<file path="config.mk">
export PLATFORM = sky130hd
export DESIGN_NAME = blwe_cell
export DESIGN_NICKNAME = d
export VERILOG_FILES = /design/src/hdl/blwe_pkg.sv /design/src/hdl/blwe_cell.sv
export SDC_FILE = /design/constraint.sdc
export NUM_CORES = 1
export LEC_CHECK = 0
export ABC_AREA = 1
export BUFFER_PORTS_ARGS = -buffer_cell sky130_fd_sc_hd__buf_4
export CELL_PAD_IN_SITES_DETAIL_PLACEMENT = 1
export CELL_PAD_IN_SITES_GLOBAL_PLACEMENT = 1
export CORE_MARGIN = 2
export CORE_UTILIZATION = 32
export DETAILED_ROUTE_END_ITERATION = 6
export PLACE_DENSITY_LB_ADDON = 0.1
export SLEW_MARGIN = 10
export SYNTH_ARGS = -nofsm -noshare
export SYNTH_HDL_FRONTEND = slang
export SYNTH_SLANG_ARGS = --single-unit
</file>
<file path="constraint.sdc">
create_clock -name clk -period 6.3 [get_ports clk]
set_clock_uncertainty 0.2 [all_clocks]
set_input_delay 0 -clock clk [delete_from_list [all_inputs] [get_ports clk]]
set_output_delay 0 -clock clk [all_outputs]
set_load 0.05 [all_outputs]
</file>
<file path="src/hdl/blwe_pkg.sv">
`timescale 1ns / 1ps

package blwe_pkg;

  localparam int DEPTH      = 64;
  localparam int DATA_WIDTH = 32;

  localparam int REQ_W  = 3;
  localparam int POS_W  = 7;
  localparam int WORD_W = 32;
  localparam int STAT_W = 2;
  localparam int CFG_W  = 7;

  localparam int CNT_W  = $clog2(DEPTH + 1);
  localparam int ADDR_W = $clog2(DEPTH);
  localparam int CMP_A  = (CNT_W > CFG_W) ? CNT_W : CFG_W;
  localparam int CMP_W  = (CMP_A > POS_W) ? CMP_A : POS_W;

  localparam int GRP_SIZE = 8;
  localparam int NGRP     = (DEPTH + GRP_SIZE - 1) / GRP_SIZE;

  localparam logic [CFG_W-1:0] MAX_RESET = CFG_W'(64);

  localparam logic [REQ_W-1:0] REQ_PUSH_FRONT = 3'd0;
  localparam logic [REQ_W-1:0] REQ_POP_FRONT  = 3'd1;
  localparam logic [REQ_W-1:0] REQ_INSERT_AT  = 3'd2;
  localparam logic [REQ_W-1:0] REQ_REMOVE_AT  = 3'd3;
  localparam logic [REQ_W-1:0] REQ_READ_AT    = 3'd4;
  localparam logic [REQ_W-1:0] REQ_CLEAR      = 3'd5;

  typedef enum logic [STAT_W-1:0] {
    ST_OK     = 2'd0,
    ST_BADPOS = 2'd1,
    ST_FULL   = 2'd2,
    ST_EMPTY  = 2'd3
  } status_t;

  typedef enum logic [1:0] {
    CELL_HOLD,
    CELL_INSERT,
    CELL_REMOVE
  } cell_op_t;

  typedef struct packed {
    cell_op_t                op;
    logic [ADDR_W-1:0]       pos;
    logic [DATA_WIDTH-1:0]   value;
    logic [ADDR_W-1:0]       rd_pos;
  } cell_cmd_t;

  typedef enum logic [1:0] {
    S_IDLE,
    S_RD_TAP,
    S_RD_GRP
  } state_t;

  function automatic logic [DATA_WIDTH-1:0] word_to_data(input logic [WORD_W-1:0] w);
    logic [63:0] tmp;
    tmp = 64'(w);
    return tmp[DATA_WIDTH-1:0];
  endfunction

  function automatic logic [WORD_W-1:0] data_to_word(input logic [DATA_WIDTH-1:0] d);
    logic [63:0] tmp;
    tmp = 64'(d);
    return tmp[WORD_W-1:0];
  endfunction

endpackage

</file>
<file path="src/hdl/blwe_cell.sv">
`timescale 1ns / 1ps

module blwe_cell
  import blwe_pkg::*;
(
  input  logic                  clk,
  input  logic [ADDR_W-1:0]     idx,
  input  cell_cmd_t             cmd,
  input  logic [DATA_WIDTH-1:0] left_data,
  input  logic [DATA_WIDTH-1:0] right_data,
  output logic [DATA_WIDTH-1:0] data_o,
  output logic [DATA_WIDTH-1:0] tap_o
);

  logic [DATA_WIDTH-1:0] data_r, data_nxt;
  logic [DATA_WIDTH-1:0] tap_r, tap_nxt;

  always_comb begin
    data_nxt = data_r;
    case (cmd.op)
      CELL_INSERT: begin
        if (idx > cmd.pos) begin
          data_nxt = left_data;
        end else if (idx == cmd.pos) begin
          data_nxt = cmd.value;
        end
      end
      CELL_REMOVE: begin
        if (idx >= cmd.pos) begin
          data_nxt = right_data;
        end
      end
      default: begin
        data_nxt = data_r;
      end
    endcase
  end

  assign tap_nxt = (idx == cmd.rd_pos) ? data_r : '0;

  always_ff @(posedge clk) begin
    data_r <= data_nxt;
    tap_r  <= tap_nxt;
  end

  assign data_o = data_r;
  assign tap_o  = tap_r;

endmodule

</file>
==> key figures <==
Worst setup path
  • Worst-path maximum fanout: 33
  • Slowest CP cell: inv_1
  • R2R setup slack: ~5400 ps
  • Path depth of the worst reg2reg path: 2
  • Crit path largest cell delay: 1170 ps
  • Crit path buffers/inverters: 5
  • Worst R2R End: tap_o[9]
  • WP data required: 6080 ps
  • Kind of cell adding the most delay to the critical path: buffers and inverters
  • Crit path DAT: between 2000 and 3000 ps
  • Crit path launch type: primary input
  • Crit. End Element: flip-flop
  • Cell mode on critical path: inv_1
  • CP Class: in2reg
  • Worst path cell trace: buf_4 -> inv_1 -> nand2_1 -> inv_1 -> o21ai_0 -> inv_1 -> buf_4
  • Reg2reg start: data_o[9]

Timing
  • RSZ-0062 raised after global routing: no
  • Slew Limit Headroom: 0.183
  • Setup WS post-layout: 3320 ps
  • Maximum clock rate: 336 MHz
  • Number of failing hold endpoints at the final stage: 0
  • Shortest period the worst path allows: a little under 3000 ps
  • Fin crit share: 0.473
  • Slew Limit Fails: 0
  • Final setup viols: 0
  • Hold Worst Slack: 211 ps
  • Worst Max-Slew Pin Slew: roughly 1200 ps
  • Setup TNS: 0 ps

GRT
  • Largest net degree at the start of global routing: 35
  • Vias in the first global route: 3697
  • First-pass GRT wire length: 17.4 mm
  • Overflow after GRT: 0
  • Initial antenna violation count: 0
  • Total GRT Usage: 0.212

CTS
  • CTS H-tree depth: 3
  • Clock slew seen by the registers of the worst setup and hold paths: 80 ps
  • Setup Fix Bufs, Post-CTS: 0
  • Clock Tree Buf Depth: 2
  • Clk root buf: clkbuf_8
  • Worst-skew pair later-pin latency: 340 ps
  • CTS tree: done
  • Cts bufs inserted: 9
  • # clock sinks: 64

Cells and area
  • # diodes: 0
  • Final Instance Count excl. Fillers: 792
  • Fin nets: 777
  • Final Util: 0.558
  • Area Overhead vs Synth: 71.2%
  • Design Area, Final: 5400 um^2
  • Share of layout cells above drive strength 1: 0.305

Yosys
  • Post-synth EDFFs: 32
  • Synth cell count leaders: 109 x inv_1, 104 x nand2_1, 64 x nand3_1
  • Post-synthesis sequential area ratio: 0.507
  • Most instantiated library cell after synthesis: inv_1
  • Seq cells post-synth: 64
  • Top area cells in the synthesized netlist: edfxtp_1 30%, dfxtp_1 20%, inv_1 13%
  • Ys async rst share: 0
  • Post-synth cell types: 21
  • Top-area cell type share of the netlist area: 0.304
  • Avg Synthesized Cell Area: ~7.6 um^2
  • Area leader, netlist: edfxtp_1
  • Netlist Area Pre-Place: 3160 um^2
  • Post-Syn Instances: 415
  • Total number of yosys warnings: 0
  • Main flop type after synthesis: edfxtp_1
  • Synthesized net count: roughly 540

Floorplanning
  • Die footprint: between 10000 and 15000 um^2
  • FP Rows: 36
  • I/O Pins: 181
  • Starting Density: 0.326
  • DIE HEIGHT: 103 um
  • Die span in x: 103 um
  • Core area: 9680 um^2

Pwr
  • Total Power: 1.20 mW
  • P_leak: 2.98 nW
  • Peak VDD IR: 0.0836 mV
  • PD cells: between 200 and 250 nW/um^2

Placement
  • Placed cell areas: 4590 um^2
  • Dpl ws: between 3000 and 4000 ps
  • # port buffers: 180
  • Cells after DPL: 712
  • Routability cong.: around 0.77
  • DP Wirelength: 7.66 mm

Route
  • Via-to-Cell Ratio: 4.40
  • Vias after detailed routing: 3486
  • Initial drt markers: 105
  • Per-cell routed wire length: 14.2 um
  • Remaining DRCs: 0
  • Drt total wl: between 10 and 15 mm
  • Detail Route Antenna Nets: 0
  • DRT Pass-1 Iters: 4

Worst hold path
  • HP Start: cmd[5]
  • WHS Path Cells: 4
  • Hold path endpoint: tap_o[1]
  • Worst min path class: in2reg

Run status
  • Status: finished, final reports clean

Job
  • MaxCap Viol Count: 0
-- kinds of logic (layout without fill, tap and decap cells) --
| kind of cell | Yosys count | count (layout) | synth area share |
|---|---|---|---|
| and+or+nand+nor | 210 | 210 | 0.287 |
| DFF | 64 | 64 | 0.507 |
| AOI/OAI and AO/OA | 2 | 2 | 0.00317 |
| buffers and inverters | 127 | 371 | 0.162 |
| xor gates and xnor gates | 6 | 6 | 0.0166 |
| adders and majority gates | 6 | 6 | 0.0238 |
-- per-layer routing --
metal / up-vias / track usage / routed length (um)
li1: 1712 / - / -
met1: 1639 / 0.245 / 4570
met2: 121 / 0.395 / 5970
met3: 14 / 0.0397 / 490
met4: 0 / 0.0678 / 178
met5: - / 0 / 0
-- registers in the layout, indices dropped and copies added (netlist names) --
register and flops:
data_o 32, tap_o 32
-- how the worst max path moves through the flow --
stage                       to  cells past startpoint    start
global placement    data_o[15]                      7  cmd[44]
CTS                 data_o[16]                      7  cmd[44]
floorplan            data_o[0]                      9  cmd[43]
global route         data_o[4]                      7  cmd[44]
detailed placement  data_o[15]                      7  cmd[44]
finish               data_o[4]                      7  cmd[44]
-- cell usage in the layout, fill, tap and decap left out, drive strengths merged --
master and n:
clkinv 2, xnor2 2, inv 109, o21ai 1, edfxtp 32, clkinvlp 1, xor2 4, nand3 66
a21oi 1, clkbuf 13, dfxtp 32, dlygate4sd3 64, nand2 106, buf 182, nand4 2, ha 6
nor2 36
-- final cells by class --
class	instances	area, um^2
well taps	133	166
inverters	109	409
repair buffers	246	2010
clock inverters	3	17.5
flip-flops and latches	64	1600
multi-input cells	224	1040
clock buffers	13	159
fillers	1219	4280
-- worst min-delay path, stage by stage --
cell	delay, ps
buf_4	80
xnor2_1	60
nand4_1	490
nor2_1	70
-- power breakdown --
group | switching, mW | total, mW | internal, mW
logic | 0.219 | 0.385 | 0.166
clock network | 0.159 | 0.322 | 0.164
registers | 0.0181 | 0.494 | 0.476
total | 0.396 | 1.20 | 0.806
-- repair_timing --
item | in CTS | in global routing
hold buffers | 64 | 0
endpoints found under the hold margin | 32 | 0
resized for setup | 0 | 0
Power figures use the tool's default switching activity.
